## config.mk

```make
export PLATFORM = sky130hd
export DESIGN_NAME = pcm_channel_select_box_decimator
export DESIGN_NICKNAME = d
export VERILOG_FILES = /design/src/rtl/pcsbd_pkg.sv /design/src/rtl/pcm_channel_select_box_decimator.sv
export SDC_FILE = /design/constraint.sdc
export NUM_CORES = 1
export LEC_CHECK = 0
export ABC_CLOCK_PERIOD_IN_PS = 11600
export BUFFER_PORTS_ARGS = -buffer_cell sky130_fd_sc_hd__buf_2
export CORE_ASPECT_RATIO = 1.75
export CORE_MARGIN = 1.5
export CORE_UTILIZATION = 35
export CTS_CLUSTER_SIZE = 30
export DETAILED_ROUTE_END_ITERATION = 7
export GPL_TIMING_DRIVEN = 0
export PLACE_DENSITY_LB_ADDON = 0.2
export SLEW_MARGIN = 15
export SYNTH_ARGS = -nofsm -noshare
export SYNTH_HDL_FRONTEND = slang
export SYNTH_SLANG_ARGS = --single-unit
```

## constraint.sdc

```tcl
create_clock -name aclk -period 11.6 [get_ports aclk]
set_clock_uncertainty 0.2 [all_clocks]
set_input_delay 1.74 -clock aclk [delete_from_list [all_inputs] [get_ports aclk]]
set_output_delay 1.74 -clock aclk [all_outputs]
set_load 0.05 [all_outputs]
```

## src/rtl/pcsbd_pkg.sv

```systemverilog
package pcsbd_pkg;

    typedef enum logic [1:0] {
        ST_IDLE,
        ST_DIV,
        ST_OUT
    } state_t;

    typedef enum logic [1:0] {
        CFG_DECIM_RATIO      = 2'd0,
        CFG_ENCODER_CHANNELS = 2'd1,
        CFG_CAPTURE_CHANNELS = 2'd2,
        CFG_SELECTED_CHANNEL = 2'd3
    } cfg_index_t;

    typedef enum logic [1:0] {
        STATUS_OK        = 2'd0,
        STATUS_BAD_SETUP = 2'd1,
        STATUS_BAD_BLOCK = 2'd2
    } status_t;

    localparam int SAMPLE_W   = 16;
    localparam int OUT_CH_W   = 3;
    localparam int RATIO_W    = 7;
    localparam int CHANS_W    = 4;
    localparam int SEL_W      = 3;
    localparam int CFG_DATA_W = 8;
    localparam int M_TDATA_W  = 24;
    localparam int CMP_W      = 9;

    localparam logic [SAMPLE_W-1:0] SAT_POS = 16'h7FFF;
    localparam logic [SAMPLE_W-1:0] SAT_NEG = 16'h8000;

endpackage

```

## src/rtl/pcm_channel_select_box_decimator.sv

```systemverilog
// Channel | Dir | Handshake           | Payload
// s_      | in  | s_tvalid / s_tready | s_tdata pcm_sample, s_tlast block_end
// m_      | out | m_tvalid / m_tready | m_tdata avg_sample+out_channel, m_tuser status,
//         |     |                     | m_tlast last_of_block
// cfg_    | in  | cfg_valid/cfg_ready | cfg_index register, cfg_data value
//
// An item that gives no result leaves the block idle for the next one. An error result
// at block end skips the divider; an averaged result first runs through the restoring
// divider, one quotient bit per cycle. No new item is taken before the result is loaded.
// aresetn is synchronous, active low, clears sums, counters and m_tvalid, and sets the
// setup to its defaults. A stalled result waits in the output register; the next item
// may be taken meanwhile, but its own result waits for that register to drain.
module pcm_channel_select_box_decimator #(
    parameter int MAX_CHANNELS = 8,
    parameter int MAX_RATIO    = 64
) (
    input  logic                                  aclk,
    input  logic                                  aresetn,

    input  logic                                  s_tvalid,
    output logic                                  s_tready,
    input  logic [pcsbd_pkg::SAMPLE_W-1:0]        s_tdata,   // [15:0] pcm_sample
    input  logic                                  s_tlast,

    output logic                                  m_tvalid,
    input  logic                                  m_tready,
    output logic [pcsbd_pkg::M_TDATA_W-1:0]       m_tdata,   // [15:0] avg_sample,
                                                             // [18:16] out_channel
    output logic [1:0]                            m_tuser,   // [1:0] status
    output logic                                  m_tlast,

    input  logic                                  cfg_valid,
    output logic                                  cfg_ready,
    input  logic [1:0]                            cfg_index,
    input  logic [pcsbd_pkg::CFG_DATA_W-1:0]      cfg_data
);

    localparam int POS_W = (MAX_CHANNELS > 1) ? $clog2(MAX_CHANNELS) : 1;
    localparam int PH_W  = (MAX_RATIO > 1) ? $clog2(MAX_RATIO) : 1;
    localparam int SUM_W = pcsbd_pkg::SAMPLE_W + PH_W;
    localparam int CNT_W = $clog2(SUM_W);
    localparam int REM_W = pcsbd_pkg::RATIO_W;
    localparam int CMP_W = pcsbd_pkg::CMP_W;

    pcsbd_pkg::state_t state_reg, state_next;

    logic [pcsbd_pkg::RATIO_W-1:0] ratio_reg, ratio_next;
    logic [pcsbd_pkg::CHANS_W-1:0] enc_reg, enc_next;
    logic [pcsbd_pkg::CHANS_W-1:0] cap_reg, cap_next;
    logic [pcsbd_pkg::SEL_W-1:0]   sel_reg, sel_next;

    logic signed [SUM_W-1:0] sums_reg [MAX_CHANNELS];
    logic signed [SUM_W-1:0] sums_next [MAX_CHANNELS];
    logic [POS_W-1:0]        pos_reg, pos_next;
    logic [PH_W-1:0]         phase_reg, phase_next;

    logic [SUM_W-1:0]              quo_reg, quo_next;
    logic [REM_W-1:0]              rem_reg, rem_next;
    logic [CNT_W-1:0]              cnt_reg, cnt_next;
    logic                          neg_reg, neg_next;
    logic [pcsbd_pkg::OUT_CH_W-1:0] ch_reg, ch_next;
    logic                          last_reg, last_next;
    pcsbd_pkg::status_t            status_reg, status_next;

    logic                             m_tvalid_reg, m_tvalid_next;
    logic [pcsbd_pkg::M_TDATA_W-1:0]  m_tdata_reg, m_tdata_next;
    logic [1:0]                       m_tuser_reg, m_tuser_next;
    logic                             m_tlast_reg, m_tlast_next;

    logic in_acc;
    logic load_out;
    logic ratio_ok, cap_ok, run_ok, mono, map_ok;
    logic frame_last, group_last, aligned, pos_in_range;
    logic do_add, emit, end_err;
    logic [POS_W-1:0] idx;
    logic signed [SUM_W-1:0] sample_ext, new_sum, div_sum;
    pcsbd_pkg::status_t end_status;
    logic [REM_W:0] trial;
    logic [REM_W:0] trial_diff;
    logic [pcsbd_pkg::SAMPLE_W-1:0] avg_val;

    // Decode the setup and the position of the sample in its frame and run
    always_comb begin
        ratio_ok     = (ratio_reg != '0) && (CMP_W'(ratio_reg) <= CMP_W'(MAX_RATIO));
        cap_ok       = (cap_reg != '0) && (CMP_W'(cap_reg) <= CMP_W'(MAX_CHANNELS));
        run_ok       = ratio_ok && cap_ok;
        mono         = (enc_reg == pcsbd_pkg::CHANS_W'(1));
        map_ok       = mono ? (CMP_W'(sel_reg) < CMP_W'(cap_reg)) : (enc_reg == cap_reg);
        frame_last   = (CMP_W'(pos_reg) + CMP_W'(1)) >= CMP_W'(cap_reg);
        group_last   = (CMP_W'(phase_reg) + CMP_W'(1)) >= CMP_W'(ratio_reg);
        aligned      = run_ok && frame_last && group_last;
        pos_in_range = CMP_W'(pos_reg) < CMP_W'(MAX_CHANNELS);
        idx          = mono ? '0 : pos_reg;
        sample_ext   = {{(SUM_W - pcsbd_pkg::SAMPLE_W){s_tdata[pcsbd_pkg::SAMPLE_W-1]}},
                        s_tdata};
        new_sum      = sums_reg[idx] + sample_ext;
        do_add       = run_ok && map_ok &&
                       (mono ? (CMP_W'(pos_reg) == CMP_W'(sel_reg)) : pos_in_range);
        div_sum      = do_add ? new_sum : sums_reg[idx];
        emit         = run_ok && map_ok && (mono ? aligned : (pos_in_range && group_last));

        if (!ratio_ok) begin
            end_status = pcsbd_pkg::STATUS_BAD_BLOCK;
        end else if (!cap_ok) begin
            end_status = pcsbd_pkg::STATUS_BAD_SETUP;
        end else if (!aligned) begin
            end_status = pcsbd_pkg::STATUS_BAD_BLOCK;
        end else if (!map_ok) begin
            end_status = pcsbd_pkg::STATUS_BAD_SETUP;
        end else if (!emit) begin
            end_status = pcsbd_pkg::STATUS_BAD_BLOCK;
        end else begin
            end_status = pcsbd_pkg::STATUS_OK;
        end
        end_err = s_tlast && (end_status != pcsbd_pkg::STATUS_OK);
    end

    // Handshake control
    always_comb begin
        s_tready  = (state_reg == pcsbd_pkg::ST_IDLE);
        cfg_ready = 1'b1;
        in_acc    = s_tvalid && s_tready;
        load_out  = (state_reg == pcsbd_pkg::ST_OUT) && (!m_tvalid_reg || m_tready);
    end

    // Next state
    always_comb begin
        state_next = state_reg;
        case (state_reg)
            pcsbd_pkg::ST_IDLE: begin
                if (in_acc && end_err) begin
                    state_next = pcsbd_pkg::ST_OUT;
                end else if (in_acc && emit) begin
                    state_next = pcsbd_pkg::ST_DIV;
                end
            end
            pcsbd_pkg::ST_DIV: begin
                if (cnt_reg == CNT_W'(SUM_W - 1)) begin
                    state_next = pcsbd_pkg::ST_OUT;
                end
            end
            pcsbd_pkg::ST_OUT: begin
                if (load_out) begin
                    state_next = pcsbd_pkg::ST_IDLE;
                end
            end
            default: state_next = pcsbd_pkg::ST_IDLE;
        endcase
    end

    // Configuration, sums, counters and the shared divider
    always_comb begin
        ratio_next  = ratio_reg;
        enc_next    = enc_reg;
        cap_next    = cap_reg;
        sel_next    = sel_reg;
        sums_next   = sums_reg;
        pos_next    = pos_reg;
        phase_next  = phase_reg;
        quo_next    = quo_reg;
        rem_next    = rem_reg;
        cnt_next    = cnt_reg;
        neg_next    = neg_reg;
        ch_next     = ch_reg;
        last_next   = last_reg;
        status_next = status_reg;

        trial      = {rem_reg, quo_reg[SUM_W-1]};
        trial_diff = trial - (REM_W + 1)'(ratio_reg);

        if (cfg_valid && cfg_ready) begin
            case (pcsbd_pkg::cfg_index_t'(cfg_index))
                pcsbd_pkg::CFG_DECIM_RATIO:
                    ratio_next = cfg_data[pcsbd_pkg::RATIO_W-1:0];
                pcsbd_pkg::CFG_ENCODER_CHANNELS:
                    enc_next = cfg_data[pcsbd_pkg::CHANS_W-1:0];
                pcsbd_pkg::CFG_CAPTURE_CHANNELS:
                    cap_next = cfg_data[pcsbd_pkg::CHANS_W-1:0];
                pcsbd_pkg::CFG_SELECTED_CHANNEL:
                    sel_next = cfg_data[pcsbd_pkg::SEL_W-1:0];
                default: ;
            endcase
        end

        case (state_reg)
            pcsbd_pkg::ST_IDLE: begin
                if (in_acc) begin
                    if (run_ok) begin
                        if (frame_last) begin
                            pos_next   = '0;
                            phase_next = group_last ? '0 : phase_reg + PH_W'(1);
                        end else begin
                            pos_next = pos_reg + POS_W'(1);
                        end
                    end
                    if (emit) begin
                        sums_next[idx] = '0;
                    end else if (do_add) begin
                        sums_next[idx] = new_sum;
                    end
                    quo_next    = div_sum[SUM_W-1] ? (SUM_W'(0) - div_sum) : div_sum;
                    neg_next    = div_sum[SUM_W-1];
                    rem_next    = '0;
                    cnt_next    = '0;
                    ch_next     = mono ? '0 : pcsbd_pkg::OUT_CH_W'(pos_reg);
                    last_next   = s_tlast;
                    status_next = pcsbd_pkg::STATUS_OK;
                    if (s_tlast) begin
                        for (int i = 0; i < MAX_CHANNELS; i++) begin
                            sums_next[i] = '0;
                        end
                        pos_next    = '0;
                        phase_next  = '0;
                        status_next = end_status;
                        if (end_err) begin
                            quo_next = '0;
                            neg_next = 1'b0;
                            ch_next  = '0;
                        end
                    end
                end
            end
            pcsbd_pkg::ST_DIV: begin
                if (!trial_diff[REM_W]) begin
                    rem_next = trial_diff[REM_W-1:0];
                    quo_next = {quo_reg[SUM_W-2:0], 1'b1};
                end else begin
                    rem_next = trial[REM_W-1:0];
                    quo_next = {quo_reg[SUM_W-2:0], 1'b0};
                end
                cnt_next = cnt_reg + CNT_W'(1);
            end
            default: ;
        endcase
    end

    // Saturate the quotient and drive the output register
    always_comb begin
        if (!neg_reg) begin
            avg_val = (quo_reg > SUM_W'(pcsbd_pkg::SAT_POS)) ? pcsbd_pkg::SAT_POS
                                                              : quo_reg[15:0];
        end else begin
            avg_val = (quo_reg > SUM_W'(pcsbd_pkg::SAT_NEG)) ? pcsbd_pkg::SAT_NEG
                                                              : (16'd0 - quo_reg[15:0]);
        end

        m_tvalid_next = m_tvalid_reg;
        m_tdata_next  = m_tdata_reg;
        m_tuser_next  = m_tuser_reg;
        m_tlast_next  = m_tlast_reg;
        if (load_out) begin
            m_tvalid_next = 1'b1;
            m_tdata_next  = {5'd0, ch_reg, avg_val};
            m_tuser_next  = status_reg;
            m_tlast_next  = last_reg;
        end else if (m_tready) begin
            m_tvalid_next = 1'b0;
        end
    end

    always_ff @(posedge aclk) begin
        if (!aresetn) begin
            state_reg    <= pcsbd_pkg::ST_IDLE;
            ratio_reg    <= pcsbd_pkg::RATIO_W'(1);
            enc_reg      <= pcsbd_pkg::CHANS_W'(1);
            cap_reg      <= pcsbd_pkg::CHANS_W'(1);
            sel_reg      <= '0;
            for (int i = 0; i < MAX_CHANNELS; i++) begin
                sums_reg[i] <= '0;
            end
            pos_reg      <= '0;
            phase_reg    <= '0;
            cnt_reg      <= '0;
            m_tvalid_reg <= 1'b0;
        end else begin
            state_reg    <= state_next;
            ratio_reg    <= ratio_next;
            enc_reg      <= enc_next;
            cap_reg      <= cap_next;
            sel_reg      <= sel_next;
            sums_reg     <= sums_next;
            pos_reg      <= pos_next;
            phase_reg    <= phase_next;
            cnt_reg      <= cnt_next;
            m_tvalid_reg <= m_tvalid_next;
        end
    end

    always_ff @(posedge aclk) begin
        quo_reg     <= quo_next;
        rem_reg     <= rem_next;
        neg_reg     <= neg_next;
        ch_reg      <= ch_next;
        last_reg    <= last_next;
        status_reg  <= status_next;
        m_tdata_reg <= m_tdata_next;
        m_tuser_reg <= m_tuser_next;
        m_tlast_reg <= m_tlast_next;
    end

    assign m_tvalid = m_tvalid_reg;
    assign m_tdata  = m_tdata_reg;
    assign m_tuser  = m_tuser_reg;
    assign m_tlast  = m_tlast_reg;

endmodule
```

==> flow_summary.yaml, run 1 <==
placement:
  dp_cells: 2135
  placed_area_um2: 15300
  portBuffers: 53
  dp_hpwl_mm: 40.0
  gp_congestion: 1.01
yosys:
  synth_flop_cell: "dfxtp_1"
  postSynthCellCount: 1533
  synth_top_area_share_pct: 29.5
  synth.avg_cell_area_um2: 9.35
  ys_seq_area_share_pct: 41.6
  ys_top_cells_by_area: "dfxtp_1 29%, edfxtp_1 12%, o2bb2ai_1 9.8%"
  ys_types: 88
  synthMostInstantiatedCell: "dfxtp_1"
  ys_warn_count: 0
  synth_edf_count: 58
  synth_area_leader_cell: "dfxtp_1"
  yosys-top-cells-count: "211 x dfxtp_1, 160 x o2bb2ai_1, 116 x nand2_1, 97 x nor2_1, 89 x a21oi_1"
  async_reset_ff_share_pct: 0
  ys_ff_latch: 269
  netlist_area_um2: 14300
timing:
  worst_slew_pin_slew_ns: 1.11
  holdWs_ns: 0.229
  fmax_ghz: 0.133
  final_max_slew_viol_count: 0
  rsz0062_at_grt: "false"
  max-slew-margin-rel_pct: 25.3
  post-route-period-util_pct: 64.9
  setup_violations: 0
  hold_viol_final: 0
  period_minus_slack_ns: 7.52
  fin_setup_tns_ns: 0
clocking:
  post_cts_resized: 0
  post-cts-setup-buffers: 0
  cts_tree: "built"
  cts_max_path_buffers: 3
  hold_buffers: 0
  clk_pin_slew_worst_paths_ns: 0.07
  clk_latency_ns: 0.56
  cts.sinks: 269
  cts-htree-levels: 1
  cts_root_buf: "clkbuf_16"
  cts_buffers: 25
floorplan:
  die_y_um: 271
  core_area_um2: 40200
  die_w_um: 156
  start_util_pct: 35.7
  num_rows: 97
  io_pins: 62
  fp.dieArea_um2: 42200
drt:
  ant_nets: 0
  route.detailed.drc: 0
  routedWlPerCell_um: 24.0
  drtIter0Drc: 930
  viasPerCell: 5.89
  dr.pass1.iters: 8
  finalWirelength_mm: 52.4
  vias: 12900
worst_setup_path:
  crit_fanout: 10
  cp-start-kind: "register"
  end_kind: "register"
  required_ns: 11.73
  rr_startpoint: "enc_reg[3]"
  cp_data_arrival_time_ns: 7.66
  crit_start: "enc_reg[3]"
  worstSetupPathType: "reg2reg"
power_and_ir_drop:
  irDropWorstVdd_mv: 0.0899
  p_per_area_nw_per_um2: 161
  leakage_nw: 5.90
  p_total_mw: 2.59
grt:
  grt_remaining_overflow: 0
  grt_antenna_before_repair: 0
  grt_pass1_vias: 12900
  grt_pass1_wl_mm: 78.2
  grt_use_total_pct: 24.6
  grt_max_degree: 30
cells_and_area:
  drive_gt1_share_pct: 10.6
  nNetsFinal: 1700
  instances_no_fill: 2181
  fillerInstances: 3965
  multiInputGateArea_um2: 7760
  seqCellArea_um2: 5970
  largest_register_ffs: 176
  syn_to_final_growth_pct: 12.6
  final_area_um2: 16100
min_path:
  min_path_type: "reg2reg"
  hold_start: "ch_reg[0]"
job:
  max_cap_viol_count: 0
outcome:
  status: "completed"
## worst max-delay path: stages (launching register included)
cell      delay, ns
dfxtp_1        0.44
or4b_1         0.16
clkbuf_1       0.48
clkbuf_1       0.69
buf_2          0.47
nand3_1        0.44
o221ai_1       0.71
inv_1          0.11
ha_1           0.41
a21oi_1        0.22
o21ai_0        0.25
or4b_2         0.66
o211ai_1       0.42
a21o_1         0.34
and2_0         0.17
clkbuf_1       0.29
buf_2          0.33
nor3b_1        0.09
o31ai_1        0.38
## placed cells by master (no fill, tap or decap), types with 18 or more instances in the layout
master / instances
a21oi_1: 89
clkbuf_16: 25
o2bb2ai_1: 160
a22o_1: 18
or3_1: 20
dfxtp_1: 211
clkbuf_1: 78
o21ai_0: 62
nor2_1: 97
xor2_1: 22
nand2_1: 116
inv_1: 46
buf_2: 67
mux2i_1: 42
edfxtp_1: 58
nor3_1: 26
ha_1: 48
nand3_1: 39
xnor2_1: 24
o22ai_1: 23
nand2b_1: 19
## routing by layer
layer,wire (um),vias up,GRT usage (%)
li1,-,5999,-
met5,0,-,0
met2,27300,464,45.7
met1,18400,6186,24.2
met3,2410,201,3.46
met4,4310,0,18.9
## layout make-up
class,count,share of cell area (%)
multi-input cells,1112,48.1
flip-flops and latches,269,36.9
clock buffers,34,4.59
well taps,544,4.21
plain buffers,109,2.85
repair buffers,54,1.71
inverters,47,1.09
clock inverters,10,0.519
diodes,2,0.0310
## metrics by stage
step | setup slack, ns | util [%]
final | 4.08 | 40.2
after global placement | 4.30 | 38.1
after global routing | 3.84 | 40.2
after floorplan | 6.42 | -
after detailed placement | 4.30 | 38.1
after CTS | 4.25 | 40.2
## cells by family (layout without fill, tap and decap cells)
group	after synthesis	after routing	share of synthesized area [%]
DFF	269	269	41.6
and+or+nand+nor	428	428	15.2
other	2	8	0.0524
AOI/OAI and AO/OA	523	523	26.9
buffers and inverters	156	254	4.44
muxes	59	59	4.50
xor gates and xnor gates	46	46	2.81
adders and majority gates	50	50	4.47
## final timing paths
kind                                    end  slack, ns  cells past startpoint
worst min register to register  m_tdata[16]       0.23                      0
worst min-delay path            m_tdata[16]       0.23                      0
worst max-delay path            quo_reg[16]       4.08                     18
worst max register to register  quo_reg[16]       4.08                     18
## where the power goes
| group | total [mW] | internal (mW) | switching [mW] |
|---|---|---|---|
| sequential | 1.08 | 1.04 | 0.0467 |
| combinational | 0.655 | 0.206 | 0.449 |
| clock | 0.857 | 0.470 | 0.388 |
(Power assumes the default switching activity.)
==> run 2, diff against run 1 <==
--- a/config.mk
+++ b/config.mk
@@ -5,7 +5,7 @@
 export SDC_FILE = /design/constraint.sdc
 export NUM_CORES = 1
 export LEC_CHECK = 0
-export ABC_CLOCK_PERIOD_IN_PS = 11600
+export ABC_CLOCK_PERIOD_IN_PS = 7100
 export BUFFER_PORTS_ARGS = -buffer_cell sky130_fd_sc_hd__buf_2
 export CORE_ASPECT_RATIO = 1.75
 export CORE_MARGIN = 1.5
==> constraint.sdc (replaced) <==
create_clock -name aclk -period 7.1 [get_ports aclk]
set_clock_uncertainty 0.2 [all_clocks]
set_input_delay 1.065 -clock aclk [delete_from_list [all_inputs] [get_ports aclk]]
set_output_delay 1.065 -clock aclk [all_outputs]
set_load 0.05 [all_outputs]
==> flow_summary.yaml, run 2 (same netlist as run 1, synthesis figures left out) <==
floorplan:
  io_pins: 62
  die_y_um: 271
  start_util_pct: 35.7
  num_rows: 97
  core_area_um2: 40200
  fp.dieArea_um2: 42200
  die_w_um: 156
timing:
  period_minus_slack_ns: 6.93
  max-slew-margin-rel_pct: 26.2
  setup_violations: 0
  hold_viol_final: 0
  worst_slew_pin_slew_ns: 1.10
  final_max_slew_viol_count: 0
  fmax_ghz: 0.144
  rsz0062_at_grt: "false"
  holdWs_ns: 0.227
  setup_slack_ns: 0.167
  post-route-period-util_pct: 97.6
  fin_setup_tns_ns: 0
clocking:
  cts_tree: "built"
  clk_latency_ns: 0.56
  cts.sinks: 269
  cts-htree-levels: 1
  cts_buffers: 25
  cts_max_path_buffers: 3
  cts_root_buf: "clkbuf_16"
  clk_pin_slew_worst_paths_ns: 0.07
drt:
  dr.pass1.iters: 7
  viasPerCell: 5.89
  ant_nets: 0
  finalWirelength_mm: 52.4
  vias: 12800
  routedWlPerCell_um: 24.0
  drtIter0Drc: 885
  route.detailed.drc: 0
outcome:
  status: "completed"
worst_setup_path:
  rr_startpoint: "pos_reg[0]"
  cp_cell_sequence: "buf_2, buf_2, buf_2, clkbuf_2, mux2i_1, a221oi_1, o221ai_1, inv_1, ha_1, a21oi_1, o21ai_0, or3b_2, o211ai_1, o2111ai_1, a211o_1, nor3b_2, o41ai_1, or3_1"
  crit_slowest_cell: "or3b_2"
  crit_top_cell: "buf_2"
  worstRegToRegCells: 18
  r2r_slack_ns: 0.17
  end_kind: "register"
  required_ns: 7.21
  max_stage_delay_ns: 0.57
  crit_fanout: 10
  crit_family: "compound AO/OA/AOI/OAI gates"
  cp_data_arrival_time_ns: 7.04
  cp-start-kind: "register"
  worstSetupPathType: "reg2reg"
  path_buf_inv: 5
  r2r-end: "quo_reg[20]"
job:
  max_cap_viol_count: 0
grt:
  grt_antenna_before_repair: 0
  grt_pass1_vias: 13000
  grt_max_degree: 30
  grt_pass1_wl_mm: 78.3
  grt_use_total_pct: 24.6
  grt_remaining_overflow: 0
placement:
  gp_congestion: 1.01
  dp_cells: 2135
  placed_area_um2: 15300
  place_ws_ns: -0.204
  portBuffers: 53
  dp_hpwl_mm: 40.0
cells_and_area:
  final_common_cell: "dfxtp_1"
  final_area_um2: 16200
  nNetsFinal: 1699
  syn_to_final_growth_pct: 12.9
  fin_util_pct: 40.3
  instances_no_fill: 2179
  largest_register_ffs: 176
  layout_common_cells: "211 x dfxtp_1, 160 x o2bb2ai_1, 116 x nand2_1"
  drive_gt1_share_pct: 11.3
power_and_ir_drop:
  irDropWorstVdd_mv: 0.147
  p_per_area_nw_per_um2: 262
  p_total_mw: 4.24
  leakage_nw: 5.93
min_path:
  hold_start: "ch_reg[0]"
  min_path_type: "reg2reg"
  whs_path_depth: 0
  min_to: "m_tdata[16]"
[run 2: cell types whose count changed in the layout (fill, tap and decap cells not counted), sizes merged]
cell,before,now
buf,85,79
clkbuf,112,117
diode,2,1
[run 2: worst max-delay path by stage]
| stage | to | start | slack (ns) | cells past startpoint |
|---|---|---|---|---|
| after floorplan | quo_reg[17] | pos_reg[1] | 1.92 | 18 |
| after global placement | quo_reg[16] | enc_reg[3] | -0.20 | 18 |
| after detailed placement | quo_reg[16] | enc_reg[3] | -0.20 | 18 |
| after CTS | quo_reg[16] | enc_reg[3] | 0.05 | 18 |
| after global routing | quo_reg[16] | pos_reg[2] | 0.01 | 20 |
| final | quo_reg[20] | pos_reg[0] | 0.17 | 18 |
[run 2: layer usage]
metal  track usage [%]  part of all wire (%)  vias to the layer above
met3              3.68                   4.9                      193
li1                  -                     -                     5997
met2              45.9                    52                      480
met4              18.6                   8.3                        0
met1              24.0                    35                     6169
met5                 0                     0                        -
[run 2: what timing repair did]
item | CTS | global route
resized for setup | 7 | 9
endpoints found under the hold margin | 0 | 0
cloned | 0 | 0
pin swaps | 0 | 0
hold buffers | 0 | 0
buffers inserted | 0 | 0
endpoints found under the setup margin | 7 | 8
[run 2: report_power, final]
group | total, mW | internal [mW] | switching (mW)
Combinational | 1.07 | 0.336 | 0.735
Clock | 1.40 | 0.767 | 0.631
Sequential | 1.77 | 1.69 | 0.0760
Total | 4.24 | 2.80 | 1.44
[run 2: worst register-to-register path, stage by stage (launching register included)]
cell and delay, ns:
dfxtp_1 0.39, buf_2 0.40, buf_2 0.40, buf_2 0.40
clkbuf_2 0.41, mux2i_1 0.15, a221oi_1 0.48, o221ai_1 0.32
inv_1 0.15, ha_1 0.34, a21oi_1 0.16, o21ai_0 0.34
or3b_2 0.57, o211ai_1 0.44, o2111ai_1 0.29, a211o_1 0.43
nor3b_2 0.38, o41ai_1 0.11, or3_1 0.31
[run 2: layout make-up]
class	instances	area [um^2]
Timing Repair Buffer	54	277
Inverter	47	176
Tap cell	544	681
Clock inverter	10	83.8
Fill cell	3964	24000
Clock buffer	34	741
Sequential cell	269	5970
Multi-Input combinational cell	1112	7780
Buffer	108	474
Antenna cell	1	2.50
